## src/hdl/mbr_partition_table_scanner_macros.svh

```systemverilog
// Assertion macros for the MBR partition table scanner.
`ifndef MBR_PARTITION_TABLE_SCANNER_MACROS_SVH
`define MBR_PARTITION_TABLE_SCANNER_MACROS_SVH

// Same-cycle implication, checked on every clk edge outside reset.
`define MBR_ASSERT_NOW(label, ante, cons, msg) \
  label: assert property (@(posedge clk) disable iff (rst) (ante) |-> (cons)) \
    else $error(msg);

// Next-cycle implication.
`define MBR_ASSERT_NEXT(label, ante, cons, msg) \
  label: assert property (@(posedge clk) disable iff (rst) (ante) |=> (cons)) \
    else $error(msg);

`endif

```

## src/hdl/mbr_pkg.sv

```systemverilog
// Package: constants, types and helper functions of the MBR partition table scanner.
`default_nettype none
package mbr_pkg;

  localparam logic [8:0] TABLE_START  = 9'd446;
  localparam logic [8:0] SIG_POS      = 9'd510;
  localparam logic [8:0] SIG_HIGH_POS = 9'd511;
  localparam logic [7:0] SIG_LOW_VAL  = 8'h55;
  localparam logic [7:0] SIG_HIGH_VAL = 8'hAA;
  localparam logic [7:0] TYPE_GPT     = 8'hEE;

  localparam int unsigned TABLE_DEPTH = 64;
  localparam int unsigned TABLE_AW    = $clog2(TABLE_DEPTH);
  localparam int unsigned ENTRIES     = 4;

  // Bytes fetched per entry: type, 4 bytes start, 4 bytes count.
  localparam logic [3:0] FETCH_BYTES = 4'd9;
  localparam logic [1:0] LAST_ENTRY  = 2'd3;

  localparam logic [2:0] CLASS_RAW    = 3'd0;
  localparam logic [2:0] CLASS_FAT    = 3'd1;
  localparam logic [2:0] CLASS_NTFS   = 3'd2;
  localparam logic [2:0] CLASS_LINUX  = 3'd3;
  localparam logic [2:0] CLASS_NATIVE = 3'd4;
  localparam logic [2:0] CLASS_GPT    = 3'd5;

  typedef enum logic [2:0] {
    ST_IDLE,
    ST_READ,
    ST_CHECK,
    ST_EMIT,
    ST_EMPTY
  } scan_state_t;

  function automatic logic [2:0] fs_class_of(input logic [7:0] ptype);
    logic [2:0] cls;
    unique case (ptype)
      8'h01, 8'h04, 8'h06, 8'h0B, 8'h0C, 8'h0E: cls = CLASS_FAT;
      8'h07: cls = CLASS_NTFS;
      8'h83: cls = CLASS_LINUX;
      8'h99: cls = CLASS_NATIVE;
      8'hEE: cls = CLASS_GPT;
      default: cls = CLASS_RAW;
    endcase
    return cls;
  endfunction

  // Byte offset inside a 16-byte entry for fetch step k:
  // step 0 is the type byte, steps 1..8 are bytes 8..15.
  function automatic logic [3:0] fetch_offset(input logic [3:0] k);
    logic [3:0] off;
    if (k == 4'd0) begin
      off = 4'd4;
    end else begin
      off = 4'(k + 4'd7);
    end
    return off;
  endfunction

  function automatic logic [1:0] lowest_index(input logic [3:0] m);
    logic [1:0] idx;
    priority if (m[0]) idx = 2'd0;
    else if (m[1]) idx = 2'd1;
    else if (m[2]) idx = 2'd2;
    else idx = 2'd3;
    return idx;
  endfunction

endpackage
`default_nettype wire

```

## src/hdl/mbr_if.sv

```systemverilog
// Channel interfaces: sector byte input, result output, configuration write.
`default_nettype none

interface mbr_in_if;
  logic       valid;
  logic       ready;
  logic [7:0] data_byte;
  modport source (output valid, output data_byte, input ready);
  modport sink   (input valid, input data_byte, output ready);
endinterface

interface mbr_out_if;
  logic        valid;
  logic        ready;
  logic        entry_valid;
  logic        signature_ok;
  logic [2:0]  entry_number;
  logic [7:0]  partition_type;
  logic [31:0] first_sector;
  logic [31:0] sector_count;
  logic [2:0]  fs_class;
  logic        protective_gpt;
  logic        last;
  modport source (output valid, output entry_valid, output signature_ok,
                  output entry_number, output partition_type, output first_sector,
                  output sector_count, output fs_class, output protective_gpt,
                  output last, input ready);
  modport sink   (input valid, input entry_valid, input signature_ok,
                  input entry_number, input partition_type, input first_sector,
                  input sector_count, input fs_class, input protective_gpt,
                  input last, output ready);
endinterface

interface mbr_cfg_if;
  logic        valid;
  logic        ready;
  logic [47:0] device_block_count;
  modport source (output valid, output device_block_count, input ready);
  modport sink   (input valid, input device_block_count, output ready);
endinterface

`default_nettype wire

```

## src/hdl/mbr_partition_table_scanner.sv

```systemverilog
// Top level: MBR partition table scanner with table memory and scan sequencer.
//
//  channel  dir  payload                              request
//  -------  ---  -----------------------------------  ---------------------------
//  cfg      in   device_block_count[47:0]             valid & ready (always ready)
//  sector   in   data_byte[7:0]                       valid & ready
//  result   out  entry/type/start/count/class/flags   valid & ready
//
//  One sector byte per cycle is taken while sector.ready is high. Bytes
//  446..509 go into a 64x8 table memory (one write port, one registered
//  read port). After byte 511 the sequencer walks the table twice through
//  the read port: a check pass over all four entries and an emit pass over
//  the valid entries, which output stalls can hold; a bad signature goes
//  straight to one result. During the scan only bytes 0..445 of the next
//  sector are taken, since they do not touch the table. Results sit in an
//  output register.
//  rst is synchronous and clears the position, signature byte, register
//  and control state; the table needs no clearing.
`default_nettype none
`include "mbr_partition_table_scanner_macros.svh"

module mbr_partition_table_scanner
  import mbr_pkg::*;
(
  input  wire logic   clk,
  input  wire logic   rst,
  mbr_cfg_if.sink     cfg,
  mbr_in_if.sink      sector,
  mbr_out_if.source   result
);

  scan_state_t state, state_next;

  logic [8:0]  pos;         // byte position within the sector
  logic [7:0]  sig_low;     // byte 510
  logic [47:0] dbc;         // device block count
  logic        sig_ok;

  // Table memory
  logic [7:0]          table_mem [TABLE_DEPTH];
  logic [7:0]          rd_data;
  logic [TABLE_AW-1:0] rd_addr;
  logic [TABLE_AW-1:0] wr_addr;
  logic                tbl_we;

  // Scan sequencer
  logic [1:0]  entry;       // current slot, 0-based
  logic [3:0]  rd_cnt;      // fetch step, 0..FETCH_BYTES
  logic        pass2;       // 0: check pass, 1: emit pass
  logic [3:0]  valid_mask;  // check-pass verdicts
  logic [3:0]  pending;     // valid entries not yet emitted
  logic        prot;
  logic [71:0] gather;      // {count, start, type} little-endian

  logic        in_fire;
  logic        out_free;
  logic        sig_now;

  // Entry check on the gathered fields
  logic [7:0]  g_type;
  logic [31:0] g_start;
  logic [31:0] g_count;
  logic [47:0] room;
  logic        entry_ok;
  logic [3:0]  mask_after;
  logic [3:0]  pending_rest;

  assign cfg.ready    = 1'b1;
  // Bytes below the table can be taken while a scan is running.
  assign sector.ready = (state == ST_IDLE) || (pos < TABLE_START);
  assign in_fire      = sector.valid && sector.ready;
  assign out_free     = !result.valid || result.ready;
  assign sig_now      = (sig_low == SIG_LOW_VAL) && (sector.data_byte == SIG_HIGH_VAL);

  assign tbl_we  = in_fire && (pos >= TABLE_START) && (pos < SIG_POS);
  assign wr_addr = TABLE_AW'(pos - TABLE_START);
  assign rd_addr = {entry, fetch_offset(rd_cnt)};

  assign g_type   = gather[7:0];
  assign g_start  = gather[39:8];
  assign g_count  = gather[71:40];
  assign room     = dbc - {16'd0, g_start};
  assign entry_ok = (g_type != 8'd0) && (g_count != 32'd0) && (g_start != 32'd0) &&
                    ({16'd0, g_start} < dbc) && ({16'd0, g_count} <= room);

  assign mask_after   = valid_mask | (4'(entry_ok) << entry);
  assign pending_rest = pending & ~(4'b0001 << entry);

  always_ff @(posedge clk) begin
    if (tbl_we) begin
      table_mem[wr_addr] <= sector.data_byte;
    end
    rd_data <= table_mem[rd_addr];
  end

  always_ff @(posedge clk) begin
    if (rst) begin
      state <= ST_IDLE;
    end else begin
      state <= state_next;
    end
  end

  always_comb begin
    state_next = state;
    unique case (state)
      ST_IDLE: begin
        if (in_fire && (pos == SIG_HIGH_POS)) begin
          state_next = sig_now ? ST_READ : ST_EMPTY;
        end
      end
      ST_READ: begin
        if (rd_cnt == FETCH_BYTES) begin
          state_next = pass2 ? ST_EMIT : ST_CHECK;
        end
      end
      ST_CHECK: begin
        if ((entry == LAST_ENTRY) && (mask_after == 4'd0)) begin
          state_next = ST_EMPTY;
        end else begin
          state_next = ST_READ;
        end
      end
      ST_EMIT: begin
        if (out_free) begin
          state_next = (pending_rest == 4'd0) ? ST_IDLE : ST_READ;
        end
      end
      ST_EMPTY: begin
        if (out_free) begin
          state_next = ST_IDLE;
        end
      end
      default: state_next = ST_IDLE;
    endcase
  end

  // Position, signature byte and register
  always_ff @(posedge clk) begin
    if (rst) begin
      pos     <= '0;
      sig_low <= '0;
      dbc     <= '0;
    end else begin
      if (in_fire) begin
        pos <= pos + 9'd1;
        if (pos == SIG_POS) begin
          sig_low <= sector.data_byte;
        end
      end
      if (cfg.valid) begin
        dbc <= cfg.device_block_count;
      end
    end
  end

  // Sequencer datapath
  always_ff @(posedge clk) begin
    unique case (state)
      ST_IDLE: begin
        if (in_fire && (pos == SIG_HIGH_POS)) begin
          sig_ok     <= sig_now;
          entry      <= 2'd0;
          rd_cnt     <= 4'd0;
          pass2      <= 1'b0;
          valid_mask <= 4'd0;
          prot       <= 1'b0;
        end
      end
      ST_READ: begin
        // read data is registered, so it lags its address
        if (rd_cnt != 4'd0) begin
          gather <= {rd_data, gather[71:8]};
        end
        if (rd_cnt != FETCH_BYTES) begin
          rd_cnt <= rd_cnt + 4'd1;
        end
      end
      ST_CHECK: begin
        valid_mask <= mask_after;
        if (entry_ok && (g_type == TYPE_GPT)) begin
          prot <= 1'b1;
        end
        rd_cnt <= 4'd0;
        if (entry == LAST_ENTRY) begin
          pass2   <= 1'b1;
          pending <= mask_after;
          entry   <= lowest_index(mask_after);
        end else begin
          entry <= entry + 2'd1;
        end
      end
      ST_EMIT: begin
        if (out_free) begin
          pending <= pending_rest;
          entry   <= lowest_index(pending_rest);
          rd_cnt  <= 4'd0;
        end
      end
      ST_EMPTY: ;
      default: ;
    endcase
  end

  // Output register
  always_ff @(posedge clk) begin
    if (rst) begin
      result.valid <= 1'b0;
    end else if (out_free) begin
      result.valid <= (state == ST_EMIT) || (state == ST_EMPTY);
    end
  end

  always_ff @(posedge clk) begin
    if (out_free) begin
      if (state == ST_EMIT) begin
        result.entry_valid    <= 1'b1;
        result.signature_ok   <= 1'b1;
        result.entry_number   <= {1'b0, entry} + 3'd1;
        result.partition_type <= g_type;
        result.first_sector   <= g_start;
        result.sector_count   <= g_count;
        result.fs_class       <= fs_class_of(g_type);
        result.protective_gpt <= prot;
        result.last           <= (pending_rest == 4'd0);
      end else if (state == ST_EMPTY) begin
        result.entry_valid    <= 1'b0;
        result.signature_ok   <= sig_ok;
        result.entry_number   <= 3'd0;
        result.partition_type <= 8'd0;
        result.first_sector   <= 32'd0;
        result.sector_count   <= 32'd0;
        result.fs_class       <= CLASS_RAW;
        result.protective_gpt <= 1'b0;
        result.last           <= 1'b1;
      end
    end
  end

  `MBR_ASSERT_NOW(a_no_table_write_in_scan, in_fire && (state != ST_IDLE), pos < TABLE_START, "table byte taken during scan")
  `MBR_ASSERT_NOW(a_emit_pending, state == ST_EMIT, pending[entry], "emitting an entry that is not pending")
  `MBR_ASSERT_NOW(a_empty_is_last, result.valid && !result.entry_valid, result.last, "empty result without last")
  `MBR_ASSERT_NOW(a_fetch_bound, state == ST_READ, rd_cnt <= FETCH_BYTES, "fetch step out of range")
  `MBR_ASSERT_NEXT(a_scan_start, (state == ST_IDLE) && in_fire && (pos == SIG_HIGH_POS), (state == ST_READ) || (state == ST_EMPTY), "scan not started after byte 511")

endmodule
`default_nettype wire

```

## src/flat_wrapper.sv

```systemverilog
// flat-port wrapper written by rule: the top's interface ports become plain ports
module mbr_partition_table_scanner_flat import mbr_pkg::*;
  (clk, rst, cfg_valid, cfg_device_block_count, cfg_ready, sector_valid, sector_data_byte, sector_ready, result_valid, result_entry_valid, result_signature_ok, result_entry_number, result_partition_type, result_first_sector, result_sector_count, result_fs_class, result_protective_gpt, result_last, result_ready);
  mbr_cfg_if cfg_i ();
  mbr_in_if sector_i ();
  mbr_out_if result_i ();
  input  wire logic clk;
  input  wire logic rst;
  input wire logic [$bits(cfg_i.valid)-1:0] cfg_valid;
  input wire logic [$bits(cfg_i.device_block_count)-1:0] cfg_device_block_count;
  output wire logic [$bits(cfg_i.ready)-1:0] cfg_ready;
  input wire logic [$bits(sector_i.valid)-1:0] sector_valid;
  input wire logic [$bits(sector_i.data_byte)-1:0] sector_data_byte;
  output wire logic [$bits(sector_i.ready)-1:0] sector_ready;
  output wire logic [$bits(result_i.valid)-1:0] result_valid;
  output wire logic [$bits(result_i.entry_valid)-1:0] result_entry_valid;
  output wire logic [$bits(result_i.signature_ok)-1:0] result_signature_ok;
  output wire logic [$bits(result_i.entry_number)-1:0] result_entry_number;
  output wire logic [$bits(result_i.partition_type)-1:0] result_partition_type;
  output wire logic [$bits(result_i.first_sector)-1:0] result_first_sector;
  output wire logic [$bits(result_i.sector_count)-1:0] result_sector_count;
  output wire logic [$bits(result_i.fs_class)-1:0] result_fs_class;
  output wire logic [$bits(result_i.protective_gpt)-1:0] result_protective_gpt;
  output wire logic [$bits(result_i.last)-1:0] result_last;
  input wire logic [$bits(result_i.ready)-1:0] result_ready;
  assign cfg_i.valid = cfg_valid;
  assign cfg_i.device_block_count = cfg_device_block_count;
  assign cfg_ready = cfg_i.ready;
  assign sector_i.valid = sector_valid;
  assign sector_i.data_byte = sector_data_byte;
  assign sector_ready = sector_i.ready;
  assign result_valid = result_i.valid;
  assign result_entry_valid = result_i.entry_valid;
  assign result_signature_ok = result_i.signature_ok;
  assign result_entry_number = result_i.entry_number;
  assign result_partition_type = result_i.partition_type;
  assign result_first_sector = result_i.first_sector;
  assign result_sector_count = result_i.sector_count;
  assign result_fs_class = result_i.fs_class;
  assign result_protective_gpt = result_i.protective_gpt;
  assign result_last = result_i.last;
  assign result_i.ready = result_ready;
  mbr_partition_table_scanner u_core (.clk(clk), .rst(rst), .cfg(cfg_i), .sector(sector_i), .result(result_i));
endmodule
```

## config.mk

```make
export PLATFORM = sky130hd
export DESIGN_NAME = mbr_partition_table_scanner_flat
export DESIGN_NICKNAME = d
export VERILOG_FILES = /design/src/hdl/mbr_pkg.sv /design/src/hdl/mbr_if.sv /design/src/hdl/mbr_partition_table_scanner.sv /design/src/flat_wrapper.sv
export VERILOG_INCLUDE_DIRS = /design/src /design/src/hdl
export SDC_FILE = /design/constraint.sdc
export NUM_CORES = 1
export LEC_CHECK = 0
export BUFFER_PORTS_ARGS = -buffer_cell sky130_fd_sc_hd__buf_4
export CORE_MARGIN = 3
export CORE_UTILIZATION = 50
export CTS_CLUSTER_SIZE = 8
export DETAILED_ROUTE_END_ITERATION = 8
export PLACE_DENSITY = 0.67
export REMOVE_ABC_BUFFERS = 1
export SLEW_MARGIN = 20
export SYNTH_ARGS = -nofsm -noshare
export SYNTH_HDL_FRONTEND = slang
export SYNTH_SLANG_ARGS = --single-unit
```

## constraint.sdc

```tcl
create_clock -name clk -period 6.6 [get_ports clk]
set_clock_uncertainty 0.1 [all_clocks]
set_input_delay 1.32 -clock clk [delete_from_list [all_inputs] [get_ports clk]]
set_output_delay 1.32 -clock clk [all_outputs]
set_load 0.05 [all_outputs]
```

==> flow_summary.yaml, run 1 <==
outcome:
  status: "completed"
grt:
  gr-usage-all-layers_pct: 23.9
  globalRouteOverflowTotal: 0
  grt_first_pass_wirelength_um: 122000
  grt_start_max_net_pins: 193
  grt_pass1_vias: 19600
  antenna_found_initial: 1
setup_path:
  arrival_ns: 6.24
  cp_num_buf_inv: 1
  slowest_stage: "a2111oi_1"
  reg2reg_to: "u_core.entry[0]$_DFFE_PP_"
  cp_top_family: "compound AO/OA/AOI/OAI gates"
  rr_startpoint: "u_core.gather[9]$_DFFE_PP_"
  r2r_cells: 22
  slowest_delay_ns: 0.47
  crit_chain: "inv_1 -> ha_1 -> nor2b_1 -> o2111ai_1 -> a2111oi_2 -> nor2_1 -> a21oi_1 -> or2_2 -> a21o_1 -> a21oi_1 -> o21bai_1 -> xnor2_1 -> ha_1 -> nand4_1 -> nor2_1 -> nand3_1 -> o211ai_1 -> o21ai_0 -> a2111oi_1 -> nand4_1 -> and2_0 -> a211o_1"
  cp-end-kind: "register"
  cp-endpoint: "u_core.entry[0]$_DFFE_PP_"
  cp.depth: 22
  rrSetupSlack_ns: 0.64
  worstSetupStartpointType: "register"
  path_class: "register to register"
  crit_path_max_fanout: 4
  worstPathRequired_ns: 6.88
  critical_path.startpoint: "u_core.gather[9]$_DFFE_PP_"
drt:
  vias: 19900
  vias_per_cell: 6.15
  ant_nets: 0
  drt_iter0_drc: 2134
  drt-total-wl_um: 81200
  dr.pass1.iters: 7
  drcViolationCount: 0
  drt-wirelength-per-cell_um: 25.1
yosys:
  yosys.area.top_type: "edfxtp_1"
  synth_seq_cells: 760
  synthTopCellsByArea: "edfxtp_1, mux4_2, dfxtp_1"
  ys_seq_area_share_pct: 67.9
  synth-async-reset-ratio_pct: 0
  ys_types: 90
  synth_edf_count: 683
  synthFlopType: "edfxtp_1"
  synth_top_area_share_pct: 63.2
  yosysWarnings: 0
  synth_commonest_cells: "edfxtp_1, nor2_1, mux4_2"
  syn_inst: 2182
  synth.most_common_cell: "edfxtp_1"
  syn_avg_cell_area_um2: 14.9
  syn-cell-area_um2: 32500
clock_network:
  post_cts.repair.setup_buffers: 0
  h-tree-depth: 3
  cts_root_buffer: "clkbuf_16"
  post_cts_resized: 0
  cts_made_buffers: 105
  clk_path_buf_depth: 3
  hold_buffers: 0
  cts_tree: "built"
  clk_pin_slew_ns: 0.06
  clkLatencyLatePin_ns: 0.68
  numClockSinks: 760
pwr:
  switching_power_mw: 2.21
  clockPowerShare_pct: 46.7
  peakVddDrop_mv: 0.352
  seqPwrFrac_pct: 49.8
  p_per_area_nw_per_um2: 283
  combinationalPowerShare_pct: 3.4
  swShare_pct: 20.9
  power.leakage_nw: 12.7
  p_int_mw: 8.36
  power_mw: 10.6
final_layout:
  final_area_um2: 37400
  fillerInstances: 4847
  final_nets: 2465
  fin_util_pct: 58.7
  drive_above_1_share_pct: 17.1
  final_cell_count_no_fill: 3241
  syn_to_final_growth_pct: 15.1
  antenna_cells: 0
timing:
  relSlewSlack_pct: 27.2
  post-route-min-period_ns: 5.96
  final.setup.worst_slack_ns: 0.639
  fmax_mhz: 168
  fin_setup_tns_ns: 0
  worst_pin_slew_ns: 1.09
  hold_viol_final: 0
  rsz0062_at_grt: "no"
  setup_violations: 0
  finalCritPeriodShare_pct: 90.3
  drv_slew: 0
  timing.hold.ws_ns: 0.310
die:
  die_area_um2: 68000
  ios: 146
  fp.dieW_um: 261
  initial_core_util_pct: 51.0
  core_area_um2: 63700
  die_h_um: 261
  rows: 92
placed_design:
  port_buffers: 144
  place_ws_ns: 0.807
  place_congestion: 0.917
  place_area_um2: 34300
  dp_cells: 3067
  post-dp-hpwl_um: 53200
hold_path:
  whs_path_depth: 0
  hold_start: "u_core.rd_data[2]$_DFF_P_"
  holdCritPathClass: "register to register"
run:
  cap_violations: 0
==> worst min-delay path by stage <==
stage                                   to  slack (ns)
3_5_place_dp   u_core.gather[66]$_DFFE_PP_        0.29
2_1_floorplan  u_core.gather[64]$_DFFE_PP_        0.29
3_3_place_gp   u_core.gather[66]$_DFFE_PP_        0.29
6_report       u_core.gather[66]$_DFFE_PP_        0.31
5_1_grt        u_core.gather[71]$_DFFE_PP_        0.32
4_1_cts        u_core.gather[66]$_DFFE_PP_        0.30
==> registers in the layout (all words and copies together), names as in the netlist <==
name and count:
u_core.sig_low 8, u_core.result.entry_number 3, u_core.valid_mask 4, u_core.gather 72, u_core.result.first_sector 32, u_core.result.sector_count 32
u_core.pos 9, u_core.result.fs_class 3, u_core.result.protective_gpt 1, u_core.rd_cnt 4, u_core.entry 2, u_core.pass2 1
u_core.prot 1, u_core.result.partition_type 8, u_core.table_mem 512, u_core.result.signature_ok 1, u_core.result.entry_valid 1, u_core.sig_ok 1
u_core.dbc 48, u_core.rd_data 8, u_core.state 3, u_core.result.valid 1, u_core.result.last 1, u_core.pending 4
==> cells in the final DEF (no fill, tap or decap), types with 6 or more instances in the layout <==
| cell type | count |
|---|---|
| a211oi_1 | 6 |
| a21o_1 | 14 |
| a21oi_1 | 72 |
| and2_1 | 8 |
| and3_1 | 49 |
| buf_4 | 158 |
| clkbuf_1 | 60 |
| clkbuf_16 | 107 |
| dfxtp_1 | 77 |
| edfxtp_1 | 683 |
| ha_1 | 75 |
| inv_1 | 49 |
| mux2i_1 | 59 |
| mux4_2 | 104 |
| nand2_1 | 89 |
| nand2b_1 | 12 |
| nand3_1 | 31 |
| nand4_1 | 31 |
| nor2_1 | 232 |
| nor2b_1 | 12 |
| nor3_1 | 20 |
| nor3b_1 | 6 |
| nor4_1 | 26 |
| o211ai_1 | 10 |
| o21ai_0 | 100 |
| o221ai_1 | 66 |
| o22ai_1 | 68 |
| o31ai_1 | 9 |
| xnor2_1 | 24 |
| xor2_1 | 20 |
==> cell families after synthesis <==
kind of cell	Yosys count	share of synthesized area (%)
xor gates and xnor gates	44	1.19
AOI/OAI and AO/OA	410	8.46
and+or+nand+nor	555	8.27
buffers and inverters	173	2.17
muxes	163	9.03
DFF	760	67.9
adders and majority gates	76	2.95
other	1	0.0115
==> layer usage <==
layer | GRT usage, % | wire [um] | vias up | share of wire [%]
li1 | - | - | 8910 | -
met1 | 34.4 | 34500 | 9980 | 42
met2 | 37.5 | 38500 | 904 | 47
met3 | 4.28 | 6240 | 148 | 7.7
met4 | 7.18 | 2030 | 0 | 2.5
met5 | 0 | 0 | - | 0
==> area by class of cell <==
cell class | count | area, um2 | share of cell area [%]
Clock buffer | 167 | 2900 | 7.77
Tap cell | 846 | 1060 | 2.83
Sequential cell | 760 | 22100 | 59.0
Clock inverter | 7 | 150 | 0.402
Inverter | 51 | 193 | 0.516
Timing Repair Buffer | 161 | 1250 | 3.34
Multi-Input combinational cell | 1249 | 9760 | 26.1
==> power by group through the flow <==
stage	logic (mW)	registers, mW	clock network (mW)
detailed placement	0.360	5.36	0
global route	0.399	5.27	5.23
finish	0.363	5.27	4.94
CTS	0.362	5.27	5.02
floorplan	0.193	5.35	0
global placement	0.353	5.36	0
Note: power is estimated with default switching activity, not from simulation.
==> inputs of run 2 (changes only) <==
==> constraint.sdc (replaced) <==
create_clock -name clk -period 6.6 [get_ports clk]
set_clock_uncertainty 0.1 [all_clocks]
set_input_delay 1.98 -clock clk [delete_from_list [all_inputs] [get_ports clk]]
set_output_delay 1.98 -clock clk [all_outputs]
set_load 0.05 [all_outputs]
==> flow_summary.yaml, run 2 (synthesized netlist as in run 1, its figures left out) <==
setup_path:
  cp-end-kind: "register"
  arrival_ns: 6.06
  cp-endpoint: "u_core.entry[0]$_DFFE_PP_"
  reg2reg_to: "u_core.entry[0]$_DFFE_PP_"
  rr_startpoint: "u_core.gather[9]$_DFFE_PP_"
  worstSetupStartpointType: "register"
  crit_path_max_fanout: 4
  path_class: "register to register"
  worstPathRequired_ns: 6.87
  r2r_cells: 22
  rrSetupSlack_ns: 0.81
  critical_path.startpoint: "u_core.gather[9]$_DFFE_PP_"
outcome:
  status: "completed"
clock_network:
  h-tree-depth: 3
  post_cts_resized: 0
  clk_path_buf_depth: 3
  cts_root_buffer: "clkbuf_16"
  numClockSinks: 760
  hold_buffers: 0
  cts_made_buffers: 105
  clkLatencyLatePin_ns: 0.66
  post_cts.repair.setup_buffers: 0
  clk_pin_slew_ns: 0.05
  cts_tree: "built"
die:
  die_area_um2: 68000
  ios: 146
  rows: 92
  core_area_um2: 63700
  fp.dieW_um: 261
  initial_core_util_pct: 51.0
  die_h_um: 261
drt:
  drt-total-wl_um: 81800
  drt-wirelength-per-cell_um: 25.2
  vias_per_cell: 6.18
  vias: 20000
  dr.pass1.iters: 5
  drt_iter0_drc: 2225
  drcViolationCount: 0
  ant_nets: 0
timing:
  worst_pin_slew_ns: 1.04
  fmax_mhz: 173
  rsz0062_at_grt: "no"
  drv_slew: 0
  hold_viol_final: 0
  setup_violations: 0
  finalCritPeriodShare_pct: 87.8
  post-route-min-period_ns: 5.79
  relSlewSlack_pct: 30.0
grt:
  gr-usage-all-layers_pct: 24.1
  grt_pass1_vias: 19800
  antenna_found_initial: 0
  grt_start_max_net_pins: 121
  grt_first_pass_wirelength_um: 124000
  globalRouteOverflowTotal: 0
placed_design:
  port_buffers: 144
  place_congestion: 0.937
  post-dp-hpwl_um: 54500
pwr:
  power.leakage_nw: 12.7
  peakVddDrop_mv: 0.252
  power_mw: 10.6
  p_per_area_nw_per_um2: 283
final_layout:
  reg_top3: "u_core.table_mem x512, u_core.gather x72, u_core.dbc x48"
  fillerInstances: 4836
  antenna_cells: 0
  fin_util_pct: 58.7
  final_nets: 2469
  regArea_um2: 22100
  final_common_cell: "edfxtp_1"
  largest_reg_flops: 512
  drive_above_1_share_pct: 17.2
  syn_to_final_growth_pct: 15.1
  final_cell_mix: "edfxtp_1, nor2_1, buf_4"
  regMostFlops: "u_core.table_mem"
  multi_input_area_um2: 9760
hold_path:
  holdCritPathClass: "register to register"
run:
  cap_violations: 0
run 2: cell types whose count changed in the layout (fill, tap and decap cells not counted), sizes merged:
cell    delta
buf        +4
inv        +2
clkbuf     +1
clkinv     -3
run 2: worst min-delay path by stage:
stage | start | cells after the start | endpoint
after floorplan | u_core.rd_data[0]$_DFF_P_ | 0 | u_core.gather[64]$_DFFE_PP_
final | u_core.rd_data[2]$_DFF_P_ | 0 | u_core.gather[66]$_DFFE_PP_
after CTS | u_core.rd_data[2]$_DFF_P_ | 0 | u_core.gather[66]$_DFFE_PP_
after detailed placement | u_core.rd_data[2]$_DFF_P_ | 0 | u_core.gather[66]$_DFFE_PP_
after global routing | u_core.rd_data[2]$_DFF_P_ | 0 | u_core.gather[66]$_DFFE_PP_
after global placement | u_core.rd_data[2]$_DFF_P_ | 0 | u_core.gather[66]$_DFFE_PP_
run 2: per-stage QoR:
step | setup TNS (ns) | worst slack [ns] | cells | hold slack, ns | cell area (um2)
3_5_place_dp | 0 | 0.948 | 3071 | 0.291 | 34300
6_report | 0 | 0.808 | 3245 | 0.307 | 37400
4_1_cts | 0 | 0.880 | 3245 | 0.304 | 37400
3_3_place_gp | 0 | 1.15 | 3071 | 0.292 | 34300
5_1_grt | 0 | 0.539 | 3245 | 0.315 | 37400
2_1_floorplan | -68.83 | -4.90 | 2060 | 0.286 | 32000
run 2: worst max-delay path, stage by stage (launching register included):
cell and delay [ns]:
edfxtp_1 0.44, inv_1 0.09, ha_1 0.31, nor2b_1 0.14, o2111ai_1 0.33, a2111oi_2 0.16, nor2_1 0.31, a21oi_1 0.11
or2_2 0.31, a21o_1 0.21, a21oi_1 0.26, o21bai_1 0.14, xnor2_1 0.14, ha_1 0.30, nand4_1 0.11, nor2_1 0.24
nand3_1 0.14, o211ai_1 0.21, o21ai_0 0.15, a2111oi_1 0.39, nand4_1 0.39, and2_0 0.26, a211o_1 0.26
run 2: routing by layer:
layer  wire (um)  GRT usage [%]  part of all wire [%]
met4        2130           7.23                   2.6
met5           0              0                     0
met2       38300           37.4                    47
met1       35000           35.0                    43
met3        6390           4.44                   7.8
run 2: area by class of cell:
cell class | instances | share of cell area, %
flip-flops and latches | 760 | 59.0
repair buffers | 165 | 3.38
clock inverters | 6 | 0.375
inverters | 51 | 0.515
well taps | 846 | 2.83
clock buffers | 168 | 7.80
multi-input cells | 1249 | 26.1
run 2: where the power goes:
group          internal (mW)  switching, mW  total (mW)  leakage [nW]
clock                   3.00           1.95        4.95          1.46
combinational          0.130          0.233       0.363          4.66
sequential              5.25         0.0246        5.27          6.60
